--- config.mk ---
export PLATFORM = sky130hd
export DESIGN_NAME = checked_integer_parser_top
export DESIGN_NICKNAME = d
export VERILOG_FILES = /design/src/sv/cip_pkg.sv /design/src/sv/checked_integer_parser_top.sv
export VERILOG_INCLUDE_DIRS = /design/src /design/src/sv
export SDC_FILE = /design/constraint.sdc
export NUM_CORES = 1
export LEC_CHECK = 0
export BUFFER_PORTS_ARGS = -buffer_cell sky130_fd_sc_hd__buf_2
export CAP_MARGIN = 30
export CORE_MARGIN = 5
export CORE_UTILIZATION = 50
export CTS_CLUSTER_SIZE = 24
export DETAILED_ROUTE_END_ITERATION = 16
export GPL_TIMING_DRIVEN = 0
export MAX_ROUTING_LAYER = met4
export PLACE_DENSITY = 0.68
export SYNTH_ARGS = -nofsm -noshare
export SYNTH_HDL_FRONTEND = slang
export SYNTH_SLANG_ARGS = --single-unit
--- constraint.sdc ---
create_clock -name i_clk -period 5.1 [get_ports i_clk]
set_clock_uncertainty 0.1 [all_clocks]
set_input_delay 0.255 -clock i_clk [delete_from_list [all_inputs] [get_ports i_clk]]
set_output_delay 0.255 -clock i_clk [all_outputs]
set_load 0.05 [all_outputs]
--- src/sv/assert_macros.svh ---
// Assertion macros shared by the RTL of the checked integer parser.
// Depends on nothing; the including module must have i_clk and i_rst_n in scope.
`ifndef ASSERT_MACROS_SVH
`define ASSERT_MACROS_SVH

// Checked on every rising edge while out of reset.
`define ASSERT_CLK(label, prop, msg) \
    label: assert property (@(posedge i_clk) disable iff (!i_rst_n) (prop)) else $error(msg);

// Implication checked on every rising edge while out of reset.
`define ASSERT_IMPL(label, ante, cons, msg) \
    label: assert property (@(posedge i_clk) disable iff (!i_rst_n) (ante) |-> (cons)) \
        else $error(msg);

// Next-cycle implication checked while out of reset.
`define ASSERT_NEXT(label, ante, cons, msg) \
    label: assert property (@(posedge i_clk) disable iff (!i_rst_n) (ante) |=> (cons)) \
        else $error(msg);

`endif

--- src/sv/cip_pkg.sv ---
// Package of the checked integer parser: types, constants and the digit decoder.
// Depends on nothing; used by checked_integer_parser_top.
`timescale 1ns / 1ps
`default_nettype none

package cip_pkg;

    localparam int unsigned MAX_CHARS_DEF = 11;
    localparam int unsigned CH_W          = 8;
    localparam int unsigned VALUE_W       = 31;
    localparam int unsigned ERR_W         = 2;
    localparam int unsigned DIGIT_W       = 4;
    localparam int unsigned BASE_W        = 5;

    localparam logic [VALUE_W-1:0] VALUE_MAX = {VALUE_W{1'b1}};

    localparam logic [CH_W-1:0] CH_NUL   = 8'h00;
    localparam logic [CH_W-1:0] CH_ZERO  = 8'h30;
    localparam logic [CH_W-1:0] CH_ONE   = 8'h31;
    localparam logic [CH_W-1:0] CH_NINE  = 8'h39;
    localparam logic [CH_W-1:0] CH_LC_A  = 8'h61;
    localparam logic [CH_W-1:0] CH_LC_F  = 8'h66;
    localparam logic [CH_W-1:0] CH_UC_A  = 8'h41;
    localparam logic [CH_W-1:0] CH_UC_F  = 8'h46;
    localparam logic [CH_W-1:0] CH_LC_X  = 8'h78;
    localparam logic [CH_W-1:0] CH_UC_X  = 8'h58;

    localparam logic [BASE_W-1:0] BASE_OCT = 5'd8;
    localparam logic [BASE_W-1:0] BASE_DEC = 5'd10;
    localparam logic [BASE_W-1:0] BASE_HEX = 5'd16;

    typedef enum logic [ERR_W-1:0] {
        ERR_NONE     = 2'd0,
        ERR_TOO_LONG = 2'd1,
        ERR_BAD_HEAD = 2'd2,
        ERR_GARBAGE  = 2'd3
    } t_err;

    typedef enum logic [6:0] {
        MODE_START = 7'b000_0001,
        MODE_ZERO  = 7'b000_0010,
        MODE_ZEROX = 7'b000_0100,
        MODE_HEX   = 7'b000_1000,
        MODE_OCT   = 7'b001_0000,
        MODE_DEC   = 7'b010_0000,
        MODE_STOP  = 7'b100_0000
    } t_mode;

    typedef struct packed {
        logic               valid;
        logic [DIGIT_W-1:0] value;
    } t_digit;

    // Decodes c as a digit of the given base; valid is low when the base cannot take it.
    function automatic t_digit digit_of(input logic [CH_W-1:0] c,
                                        input logic [BASE_W-1:0] base);
        t_digit             d;
        logic [CH_W-1:0]    diff;
        d    = '0;
        diff = '0;
        if (c >= CH_ZERO && c <= CH_NINE) begin
            diff    = c - CH_ZERO;
            d.valid = 1'b1;
            d.value = diff[DIGIT_W-1:0];
        end else if (c >= CH_LC_A && c <= CH_LC_F) begin
            diff    = c - CH_LC_A + 8'd10;
            d.valid = 1'b1;
            d.value = diff[DIGIT_W-1:0];
        end else if (c >= CH_UC_A && c <= CH_UC_F) begin
            diff    = c - CH_UC_A + 8'd10;
            d.valid = 1'b1;
            d.value = diff[DIGIT_W-1:0];
        end
        if ({1'b0, d.value} >= base) begin
            d.valid = 1'b0;
        end
        return d;
    endfunction

endpackage

`default_nettype wire

--- src/sv/checked_integer_parser_top.sv ---
// Checked integer parser: streams ASCII characters in, gives one parse result per string.
// Depends on cip_pkg and assert_macros.svh.
//
//  channel | direction | handshake                  | payload
//  --------+-----------+----------------------------+----------------------------------
//  input   | in        | i_in_valid / o_in_ready    | i_ch (one character, NUL ends)
//  result  | out       | o_out_valid / i_out_ready  | o_ok, o_value, o_error_code
//
// One character is taken in every cycle unless the input stalls. A character is first captured in the input
// register and is then worked on by the character update (a shift-add by 8, 10 or 16 with
// saturation, plus the base-mode logic); a NUL also loads the result register when it moves
// on from the input register, and the result waits there until it is taken.
// Reset (synchronous, active low) empties both registers and returns the parse state to
// the start of a string. Input stalls only when a NUL waits in the input register while
// the result register still holds a transaction not yet taken; ordinary characters flow on.
`timescale 1ns / 1ps
`default_nettype none
`include "assert_macros.svh"

module checked_integer_parser_top #(
    parameter int unsigned MAX_CHARS = cip_pkg::MAX_CHARS_DEF
) (
    input  wire logic                         i_clk,
    input  wire logic                         i_rst_n,
    input  wire logic                         i_in_valid,
    output logic                              o_in_ready,
    input  wire logic [cip_pkg::CH_W-1:0]     i_ch,
    output logic                              o_out_valid,
    input  wire logic                         i_out_ready,
    output logic                              o_ok,
    output logic      [cip_pkg::VALUE_W-1:0]  o_value,
    output logic      [cip_pkg::ERR_W-1:0]    o_error_code
);

    // The count saturates at one past the limit, so it must be able to hold MAX_CHARS + 1.
    localparam int unsigned CNT_W = $clog2(MAX_CHARS + 2);
    localparam int unsigned PROD_W = cip_pkg::VALUE_W + 4;
    localparam int unsigned SUM_W  = PROD_W + 1;

    // Input register.
    logic                         r_in_valid;
    logic [cip_pkg::CH_W-1:0]     r_ch;

    // Parse state.
    logic [CNT_W-1:0]             r_count, n_count;
    logic [cip_pkg::VALUE_W-1:0]  r_acc, n_acc;
    cip_pkg::t_mode               r_mode, n_mode;
    logic                         r_first_bad, n_first_bad;
    logic                         r_garbage, n_garbage;

    // Result register.
    logic                         r_out_valid;
    logic                         r_ok, n_ok;
    logic [cip_pkg::VALUE_W-1:0]  r_value, n_value;
    cip_pkg::t_err                r_err, n_err;

    logic                         w_is_nul;
    logic                         w_adv;
    logic                         w_load;
    logic [cip_pkg::BASE_W-1:0]   w_base;
    cip_pkg::t_digit              w_dig;
    cip_pkg::t_digit              w_dig_oct;
    cip_pkg::t_digit              w_dig_hex;
    logic [PROD_W-1:0]            w_prod;
    logic [SUM_W-1:0]             w_sum;
    logic [cip_pkg::VALUE_W-1:0]  w_mac;
    logic                         w_ok_agrees;
    logic                         w_at_start;

    assign w_is_nul   = (r_ch == cip_pkg::CH_NUL);
    // The character stage moves unless a NUL would overwrite a result still waiting.
    assign w_adv      = r_in_valid && !(w_is_nul && r_out_valid && !i_out_ready);
    assign w_load     = w_adv && w_is_nul;
    assign o_in_ready = !r_in_valid || w_adv;

    always_ff @(posedge i_clk) begin
        if (!i_rst_n) begin
            r_in_valid <= 1'b0;
        end else if (o_in_ready) begin
            r_in_valid <= i_in_valid;
        end
    end

    always_ff @(posedge i_clk) begin
        if (o_in_ready) begin
            r_ch <= i_ch;
        end
    end

    // Base of the current digit run; only used in the three running modes.
    always_comb begin
        unique case (r_mode)
            cip_pkg::MODE_HEX: w_base = cip_pkg::BASE_HEX;
            cip_pkg::MODE_OCT: w_base = cip_pkg::BASE_OCT;
            default:           w_base = cip_pkg::BASE_DEC;
        endcase
    end

    assign w_dig     = cip_pkg::digit_of(r_ch, w_base);
    assign w_dig_oct = cip_pkg::digit_of(r_ch, cip_pkg::BASE_OCT);
    assign w_dig_hex = cip_pkg::digit_of(r_ch, cip_pkg::BASE_HEX);

    // Multiply by the base as shifts: x16, x8, or x8 + x2.
    always_comb begin
        unique case (r_mode)
            cip_pkg::MODE_HEX: w_prod = {r_acc, 4'b0000};
            cip_pkg::MODE_OCT: w_prod = {1'b0, r_acc, 3'b000};
            default:           w_prod = {1'b0, r_acc, 3'b000} + {3'b000, r_acc, 1'b0};
        endcase
    end

    assign w_sum = {1'b0, w_prod} + {{(SUM_W - cip_pkg::DIGIT_W){1'b0}}, w_dig.value};
    assign w_mac = (w_sum[SUM_W-1:cip_pkg::VALUE_W] != '0) ? cip_pkg::VALUE_MAX
                                                           : w_sum[cip_pkg::VALUE_W-1:0];

    always_comb begin
        n_count     = r_count;
        n_acc       = r_acc;
        n_mode      = r_mode;
        n_first_bad = r_first_bad;
        n_garbage   = r_garbage;
        n_ok        = r_ok;
        n_value     = r_value;
        n_err       = r_err;
        if (w_adv) begin
            if (w_is_nul) begin
                // End of string: error checks by priority, then back to the start.
                if (r_count > CNT_W'(MAX_CHARS)) begin
                    n_err = cip_pkg::ERR_TOO_LONG;
                end else if (r_first_bad || r_mode == cip_pkg::MODE_START) begin
                    n_err = cip_pkg::ERR_BAD_HEAD;
                end else if (r_garbage || r_mode == cip_pkg::MODE_ZEROX) begin
                    n_err = cip_pkg::ERR_GARBAGE;
                end else begin
                    n_err = cip_pkg::ERR_NONE;
                end
                n_ok        = (n_err == cip_pkg::ERR_NONE);
                n_value     = n_ok ? r_acc : '0;
                n_count     = '0;
                n_acc       = '0;
                n_mode      = cip_pkg::MODE_START;
                n_first_bad = 1'b0;
                n_garbage   = 1'b0;
            end else begin
                if (r_count <= CNT_W'(MAX_CHARS)) begin
                    n_count = r_count + 1'b1;
                end
                unique case (r_mode)
                    cip_pkg::MODE_START: begin
                        if (r_ch == cip_pkg::CH_ZERO) begin
                            n_acc  = '0;
                            n_mode = cip_pkg::MODE_ZERO;
                        end else if (r_ch >= cip_pkg::CH_ONE && r_ch <= cip_pkg::CH_NINE) begin
                            n_acc  = cip_pkg::VALUE_W'(w_dig_hex.value);
                            n_mode = cip_pkg::MODE_DEC;
                        end else begin
                            n_first_bad = 1'b1;
                            n_mode      = cip_pkg::MODE_STOP;
                        end
                    end
                    cip_pkg::MODE_ZERO: begin
                        if (r_ch == cip_pkg::CH_LC_X || r_ch == cip_pkg::CH_UC_X) begin
                            n_mode = cip_pkg::MODE_ZEROX;
                        end else if (w_dig_oct.valid) begin
                            n_acc  = cip_pkg::VALUE_W'(w_dig_oct.value);
                            n_mode = cip_pkg::MODE_OCT;
                        end else begin
                            n_garbage = 1'b1;
                            n_mode    = cip_pkg::MODE_STOP;
                        end
                    end
                    cip_pkg::MODE_ZEROX: begin
                        if (w_dig_hex.valid) begin
                            n_acc  = cip_pkg::VALUE_W'(w_dig_hex.value);
                            n_mode = cip_pkg::MODE_HEX;
                        end else begin
                            n_garbage = 1'b1;
                            n_mode    = cip_pkg::MODE_STOP;
                        end
                    end
                    cip_pkg::MODE_HEX, cip_pkg::MODE_OCT, cip_pkg::MODE_DEC: begin
                        if (w_dig.valid) begin
                            n_acc = w_mac;
                        end else begin
                            n_garbage = 1'b1;
                            n_mode    = cip_pkg::MODE_STOP;
                        end
                    end
                    cip_pkg::MODE_STOP: begin
                        n_mode = cip_pkg::MODE_STOP;
                    end
                    default: begin
                        n_mode = cip_pkg::MODE_STOP;
                    end
                endcase
            end
        end
    end

    always_ff @(posedge i_clk) begin
        if (!i_rst_n) begin
            r_count     <= '0;
            r_acc       <= '0;
            r_mode      <= cip_pkg::MODE_START;
            r_first_bad <= 1'b0;
            r_garbage   <= 1'b0;
            r_out_valid <= 1'b0;
        end else begin
            r_count     <= n_count;
            r_acc       <= n_acc;
            r_mode      <= n_mode;
            r_first_bad <= n_first_bad;
            r_garbage   <= n_garbage;
            if (w_load) begin
                r_out_valid <= 1'b1;
            end else if (i_out_ready) begin
                r_out_valid <= 1'b0;
            end
        end
    end

    always_ff @(posedge i_clk) begin
        r_ok    <= n_ok;
        r_value <= n_value;
        r_err   <= n_err;
    end

    assign o_out_valid  = r_out_valid;
    assign o_ok         = r_ok;
    assign o_value      = r_value;
    assign o_error_code = r_err;

    assign w_ok_agrees = (o_ok == (o_error_code == cip_pkg::ERR_NONE));
    assign w_at_start  = (r_mode == cip_pkg::MODE_START) && (r_count == '0) && (r_acc == '0);

    // A result is good exactly when it carries no error code, and a failed one reads zero.
    `ASSERT_IMPL(a_ok_matches_err, o_out_valid, w_ok_agrees, "ok and error code disagree")
    `ASSERT_IMPL(a_err_value_zero, o_out_valid && !o_ok, o_value == '0, "failed result not zero")
    // Finishing a string leaves the parse state as it was after reset.
    `ASSERT_NEXT(a_nul_restarts, w_load, w_at_start, "state not restarted after end of string")
    // A held NUL never drops a waiting result.
    `ASSERT_CLK(a_no_overwrite, !(w_load && r_out_valid && !i_out_ready), "result overwritten")

endmodule

`default_nettype wire

==> flow_summary.toml, run 1 <==
[outcome]
status = "finished, final reports clean"

[clock_tree]
htree_levels = 3
cts_buffers = 9
clock_sinks = 88
clock_latency_ns = 0.34
postCtsSetupRepairBufs = 0
clk_pin_slew_ns = 0.07
cts_tree = "built"
clockBufferDepth = 2
cts_root_buf = "clkbuf_16"

[placement]
port_buffers = 47
hpwl_mm = 17.3
dpl_cell_area_um2 = 7880
dp_slack_ns = 0.0472
place.gp.congestion = 0.957
numPlacedInstances = 1132

[floorplanning]
ios = 48
initial_utilization_pct = 50.8
core_um2 = 14500
die-area_um2 = 17300
rows = 44
fp.dieH_um = 132
die_w_um = 132

[hold_path]
hold_class = "primary input to flip-flop"

[routing]
vias_per_cell = 6.41
wl_mm = 22.9
drtPass1Iterations = 6
num_vias = 7399
wl_per_cell_um = 19.8
drt_iter0_drc = 874
drc = 0
ant_nets = 0

[setup_path]
worst_setup_path_end_kind = "flip-flop"
slowest_delay_ns = 0.58
path_common_cell = "o21ai_1"
arrival_ns = 4.99
crit_path_start_kind = "flip-flop"
crit_chain = "ha_1 -> a211o_1 -> a41oi_4 -> o31a_1 -> o21ai_1 -> a21oi_1 -> o21ai_1 -> a2111o_1 -> a2111oi_0 -> mux2i_1 -> o21ai_2 -> buf_2 -> o21ai_0"
crit_type = "flip-flop to flip-flop"
required_ns = 5.19
crit_fanout = 10
slowest_stage = "a2111oi_0"

[sta]
timing.final.ws_setup_ns = 0.199
max_freq_mhz = 204
fin_crit_ns = 4.90
worst_pin_slew_ns = 0.997
whs_ns = 0.0364
slew_headroom_pct = 32.7
hold_viol = 0
setup_tns_ns = 0
rsz0062_at_grt = "no"
maxSlewViolCount = 0
setup_viol_count_final = 0
fin_crit_sh_pct = 96.1

[synth]
syn_avg_cell_area_um2 = 8.21
ys.flop_type = "dfxtp_1"
synthArstFlopShare_pct = 0
synth_nets = 952
seq_area_frac_synth_pct = 29.6
yosysTopAreaCell = "edfxtp_1"
synth.distinct_cells = 84
synth_area_um2 = 7380
synthTopCellsByArea = "edfxtp_1 (17%), dfxtp_1 (12%), ha_1 (6.6%), nor2_1 (4.5%), a21oi_1 (4.1%)"
synthTopCellsByCount = "nor2_1 (88), nand2_1 (70), a21oi_1 (60), dfxtp_1 (46), o21ai_0 (44)"
synth_warnings = 0
yosys.cell_count.top_type = "nor2_1"
synth_top_area_share_pct = 17.1
synth_seq_cells = 88
synth_enable_flop_cells = 42
synthCells = 899

[global_routing]
grt_max_degree = 35
grt_usage_pct = 26.5
overflow = 0
grt_first_pass_wirelength_mm = 36.8
grt_pass1_vias = 6668
antenna_found_initial = 0

[final_layout]
design_area_um2 = 8340
stdcell_count = 1155
fin_nets = 1019
antenna_cells = 0
post-route-util_pct = 57.4
ff_latch_area_um2 = 2180
area_growth_syn_to_layout_pct = 13.0
drive_above_1_share_pct = 11.7
multi_input_area_um2 = 4880
n_fill_cell = 1394

[power]
p_leak_nw = 3.19
p_total_mw = 1.79
irDropWorstVdd_mv = 0.171
p_per_area_nw_per_um2 = 214

[job]
cap_violations = 0
==> kinds of logic after synthesis <==
kind of cell / synth area share, %
buf+inv: 4.81
xor+xnor: 4.51
compound gates: 26.8
simple gates: 24.6
fa+ha+maj: 7.15
mux: 2.63
flops: 29.6
==> worst max-delay path: cells and delay by family (launching register included) <==
| kind | cells | cell delay [ns] |
|---|---|---|
| muxes | 1 | 0.17 |
| AOI/OAI and AO/OA | 10 | 3.30 |
| DFF | 1 | 0.56 |
| adders and majority gates | 1 | 0.32 |
| buffers and inverters | 1 | 0.28 |
==> flip-flops by register name, indices dropped and copies added, names as in the netlist <==
| signal | flops |
|---|---|
| r_acc | 31 |
| o_ok | 1 |
| r_garbage | 1 |
| r_first_bad | 1 |
| o_out_valid | 1 |
| o_value | 31 |
| r_mode | 7 |
| r_in_valid | 1 |
| r_count | 4 |
| o_error_code | 2 |
| r_ch | 8 |
==> cell type report <==
type / instances / area share (%)
multi-input combinational: 726 / 58.5
sequential: 88 / 26.2
timing repair buffer: 57 / 3.96
clock buffer: 13 / 3.77
buffer: 55 / 2.94
tap: 184 / 2.76
inverter: 29 / 1.31
clock inverter: 3 / 0.570
==> power by group <==
| part | internal (mW) | switching (mW) |
|---|---|---|
| registers | 0.749 | 0.0261 |
| logic | 0.0841 | 0.155 |
| clock network | 0.485 | 0.287 |
| total | 1.32 | 0.468 |
==> cells in the final DEF (no fill, tap or decap), types with 13 or more instances in the layout <==
cell type / count
edfxtp_1: 42
a22oi_1: 25
mux2i_1: 16
nand3_1: 28
buf_2: 55
xor2_1: 15
o21ai_0: 44
a21o_1: 13
clkbuf_1: 42
nand2_1: 70
nor2_1: 87
xnor2_1: 23
a21oi_1: 60
and3_1: 43
nor3_1: 29
inv_1: 27
ha_1: 39
dfxtp_1: 46
==> layer usage <==
metal	share of wire [%]	vias up	global-route usage [%]	routed length (um)
met5	0	-	-	0
met4	1.5	0	6.57	354
met3	9.9	22	5.05	2260
met2	43	342	37.7	9800
met1	46	3474	38.8	10500
li1	-	3561	-	-
==> final timing paths <==
| kind | from | to | slack (ns) | cells after the start |
|---|---|---|---|---|
| worst max-delay path | r_acc[3] | r_acc[8] | 0.20 | 13 |
| worst min-delay path | i_in_valid | r_in_valid | 0.04 | 3 |
| worst max register to register | r_acc[3] | r_acc[8] | 0.20 | 13 |
| worst min register to register | r_count[0] | r_count[0] | 0.42 | 2 |
==> timing repair <==
item	in CTS	in global routing
resized for setup	0	4
hold buffers	8	0
hold endpoints to repair	8	0
endpoints found under the setup margin	0	31
No activity file was read; power rests on OpenSTA's default activity.
==> inputs of run 2 (changes only) <==
- ABC_AREA: default -> 0
- HOLD_SLACK_MARGIN: default -> 0.15
- REMOVE_ABC_BUFFERS: default -> 1
==> run 2 against run 1 <==
  * Register-to-register slack gained 0.05 ns
  * Hold slack gained 0.25 ns
  * First-iteration DRC count shrank 18%
  * Sequential power is essentially flat
  * Largest power group unchanged
  * Utilization shrank 0.71 points
  * Final cell count shrank 3.5%
  * Largest cell class unchanged
  * Count of clock-buffer cells in the layout shrank 2
  * Via count shrank 0.46%
  * Global-route usage shrank 1.1 points
  * Critical endpoint is now r_acc[2]
  * Critical path type unchanged
  * Total power shrank 3.6%
  * Flip-flop and latch count is the same
==> flow_summary.toml, run 2 (synthesis results as in run 1) <==
[outcome]
status = "finished, final reports clean"

[setup_path]
worst_setup_path_end_kind = "flip-flop"
crit_path_start_kind = "flip-flop"
required_ns = 5.18
crit_type = "flip-flop to flip-flop"
crit_fanout = 26
arrival_ns = 4.93

[sta]
setup_viol_count_final = 0
whs_ns = 0.284
maxSlewViolCount = 0
slew_headroom_pct = 33.0
fin_crit_sh_pct = 95.1
fin_crit_ns = 4.85
worst_pin_slew_ns = 0.994
hold_viol = 0
max_freq_mhz = 206
timing.final.ws_setup_ns = 0.250

[routing]
wl_mm = 22.0
vias_per_cell = 6.61
ant_nets = 0
drc = 0
wl_per_cell_um = 19.7
drt_iter0_drc = 716
drtPass1Iterations = 6
num_vias = 7365

[clock_tree]
htree_levels = 3
cts_buffers = 9
clock_latency_ns = 0.35
clk_pin_slew_ns = 0.07
clock_sinks = 88
cts_tree = "built"
clockBufferDepth = 2
cts_root_buf = "clkbuf_16"

[power]
p_leak_nw = 3.15
irDropWorstVdd_mv = 0.191
p_per_area_nw_per_um2 = 209

[global_routing]
overflow = 0
grt_first_pass_wirelength_mm = 35.8
grt_max_degree = 37
grt_pass1_vias = 6763
antenna_found_initial = 0
grt_usage_pct = 25.5

[placement]
numPlacedInstances = 1084
place.gp.congestion = 0.953
port_buffers = 47
hpwl_mm = 16.2
dp_slack_ns = -0.592

[final_layout]
area_growth_syn_to_layout_pct = 11.6
mostFrequentLayoutCells = "nor2_1 (87), nand2_1 (70), a21oi_1 (57), buf_2 (50), o21ai_0 (44)"
drive_above_1_share_pct = 13.2
fin_nets = 978
antenna_cells = 0
stdcell_count = 1114
final_common_cell = "nor2_1"
post-route-util_pct = 56.7

[floorplanning]
core_um2 = 14500
initial_utilization_pct = 50.8
die-area_um2 = 17300
die_w_um = 132
rows = 44
ios = 48
fp.dieH_um = 132

[hold_path]
hold_class = "primary input to flip-flop"

[job]
cap_violations = 0
==> run 2: worst paths after layout <==
| path | from | endpoint | slack (ns) | depth (start not counted) |
|---|---|---|---|---|
| worst max-delay path | r_acc[0] | r_acc[2] | 0.25 | 16 |
| worst min-delay path | i_rst_n | r_acc[30] | 0.28 | 3 |
| worst max register to register | r_acc[0] | r_acc[2] | 0.25 | 16 |
| worst min register to register | r_in_valid | o_out_valid | 0.43 | 2 |
==> run 2: what timing repair did <==
| action | in CTS | in global routing |
|---|---|---|
| hold endpoints to repair | 10 | 0 |
| pin swaps | 1 | 1 |
| endpoints found under the setup margin | 31 | 31 |
| resized for setup | 3 | 10 |
| buffers inserted | 0 | 2 |
| cloned | 1 | 0 |
| hold buffers | 10 | 0 |
==> run 2: layer usage <==
layer | vias up | GRT usage [%] | part of all wire (%) | routed length (um)
met1 | 3493 | 36.2 | 45 | 9860
met5 | - | - | 0 | 0
met3 | 48 | 4.40 | 9.2 | 2030
met2 | 347 | 36.5 | 43 | 9470
li1 | 3477 | - | - | -
met4 | 0 | 8.91 | 2.8 | 607
==> run 2: report_power, final <==
group          switching [mW]  leakage (nW)  internal (mW)  total (mW)
Sequential             0.0253         0.726          0.749       0.774
Clock                   0.307         0.156          0.399       0.706
Combinational           0.151          2.27         0.0913       0.242
Total                   0.483          3.15           1.24        1.72
==> run 2: metrics by stage <==
step	setup TNS [ns]	total power, mW	cell area [um^2]
after floorplan	-4.73	0.938	7140
after global placement	-59.30	0.996	7600
after CTS	0	1.73	8180
final	0	1.72	8240
after global routing	-0.00315	1.79	8240
after detailed placement	-14.36	1.02	7740
==> run 2: cell type report <==
| type | instances | area, um^2 |
|---|---|---|
| fill | 1363 | 6300 |
| multi-input combinational | 727 | 4920 |
| sequential | 88 | 2190 |
| timing repair buffer | 70 | 459 |
| clock buffer | 11 | 275 |
| tap | 184 | 230 |
| inverter | 29 | 111 |
| clock inverter | 5 | 50.0 |
==> run 2: critical path, stage by stage, from the launching register on <==
cell and delay [ns]:
dfxtp_1 0.50, ha_1 0.25, inv_1 0.07, fa_1 0.42, nand2b_1 0.21, a21bo_2 0.26, a2111oi_1 0.49, or4_1 0.19
a31oi_1 0.18, a211o_1 0.38, nand4bb_1 0.34, a211oi_4 0.31, and2_1 0.19, nand3b_1 0.12, o21ai_4 0.28, buf_12 0.23
a41oi_1 0.13
==> inputs of run 3 (changes only) <==
- GPL_TIMING_DRIVEN: 0 -> default
- PLACE_DENSITY: 0.68 -> default
- PLACE_DENSITY_LB_ADDON: default -> 0.05
==> run 3 against run 2 <==
  * Routed wire length rose by 9.9%
  * Flip-flop and latch count did not move
  * Die area did not move
==> flow_summary.toml, run 3 (synthesis results as in run 1) <==
[outcome]
status = "finished, final reports clean"

[clock_tree]
ctsResizeCount = 0
postCtsSetupRepairBufs = 0
clk_pin_slew_ns = 0.07
cts_tree = "built"
postCtsHoldBufs = 10
cts_buffers = 9
clockBufferDepth = 2
clock_sinks = 88
htree_levels = 3
clock_latency_ns = 0.35
cts_root_buf = "clkbuf_16"

[final_layout]
fin_nets = 999
antenna_cells = 0
design_area_um2 = 8320
drive_above_1_share_pct = 14.1
final_common_cell = "nor2_1"
mostFrequentLayoutCells = "nor2_1 (87), nand2_1 (70), a21oi_1 (59), buf_2 (47), dfxtp_1 (46)"
area_growth_syn_to_layout_pct = 12.7

[routing]
ant_nets = 0
wl_mm = 24.1
drtPass1Iterations = 6
vias_per_cell = 6.55
num_vias = 7437
wl_per_cell_um = 21.3
drt_iter0_drc = 693
drc = 0

[floorplanning]
core_um2 = 14500
initial_utilization_pct = 50.8
ios = 48
rows = 44
fp.dieH_um = 132
die_w_um = 132
die-area_um2 = 17300

[setup_path]
worst_setup_path_end_kind = "flip-flop"
path_delay_family = "simple AND/OR/NAND/NOR gates"
crit_type = "flip-flop to flip-flop"
arrival_ns = 4.88
crit_fanout = 18
crit_path_start_kind = "flip-flop"
crit_chain = "or4b_1 -> a21oi_4 -> inv_2 -> and2_1 -> ha_1 -> inv_1 -> fa_1 -> inv_1 -> a21oi_1 -> nor2_1 -> nand2_1 -> nor3_1 -> nand3b_1 -> nor3_1 -> o211ai_1 -> nand3_1 -> o21ai_2 -> buf_4 -> a311oi_1"
slowest_stage = "dfxtp_1"
critPathBufInv = 4
slowest_delay_ns = 0.64
required_ns = 5.26
r2r_cells = 19
r2r_start = "r_mode[6]"
rrSetupSlack_ns = 0.39
r2r_end = "r_acc[26]"

[global_routing]
grt_pass1_vias = 7058
grt_max_degree = 33
overflow = 0
grt_first_pass_wirelength_mm = 38.5
grt_usage_pct = 27.6
antenna_found_initial = 0

[placement]
port_buffers = 47
hpwl_mm = 17.9
dpl_cell_area_um2 = 7920
place.gp.congestion = 1.01

[hold_path]
hold_end = "r_garbage"
min-delay-start = "i_rst_n"
holdPathStages = 3
hold_class = "primary input to flip-flop"

[sta]
maxSlewViolCount = 0
hold_viol = 0
rsz0062_at_grt = "no"
fin_crit_sh_pct = 92.4
setup_viol_count_final = 0
worst_pin_slew_ns = 0.787
fin_crit_ns = 4.71
max_freq_mhz = 212
slew_headroom_pct = 47.2

[power]
p_per_area_nw_per_um2 = 203
p_leak_nw = 3.24
p_total_mw = 1.69
irDropWorstVdd_mv = 0.182

[job]
cap_violations = 0
-- run 3: final cells by class --
cell class / instances / area [um^2]
Multi-Input combinational cell: 726 / 4860
Clock buffer: 9 / 225
Sequential cell: 88 / 2180
Fill cell: 1358 / 6210
Tap cell: 184 / 230
Timing Repair Buffer: 92 / 638
Clock inverter: 7 / 72.6
Inverter: 29 / 109
-- run 3: metrics by stage --
stage / setup TNS [ns] / util [%] / setup slack [ns] / instances / hold WS, ns
global route: 0 / 57.2 / 0.0838 / 1135 / 0.312
CTS: 0 / 57.2 / 0.452 / 1135 / 0.265
finish: 0 / 57.2 / 0.385 / 1135 / 0.282
detailed placement: 0 / 54.5 / 0.495 / 1109 / 0.333
global placement: 0 / 54.1 / 0.655 / 1107 / 0.331
floorplan: -4.73 / - / -0.362 / 843 / 0.254
-- run 3: power breakdown --
group	switching (mW)	total, mW	internal (mW)
Clock	0.325	0.671	0.346
Sequential	0.0247	0.773	0.749
Combinational	0.157	0.243	0.0869
-- run 3: worst max-delay path by stage --
stage,startpoint,end,depth (start not counted)
3_3_place_gp,r_ch[0],r_acc[25],19
3_5_place_dp,r_ch[0],r_acc[29],19
5_1_grt,r_acc[2],r_acc[2],16
4_1_cts,r_ch[0],r_acc[29],19
6_report,r_mode[6],r_acc[26],19
2_1_floorplan,r_mode[4],r_acc[1],12
-- run 3: per-layer routing --
layer,track usage [%],share of wire (%)
met2,40.7,44
met5,-,0
met1,39.5,46
met4,8.86,2.4
met3,3.44,7.6
-- run 3: worst min-delay path: stages --
cell     delay (ns)
buf_2          0.13
o21ai_0        0.23
nor2_1         0.08
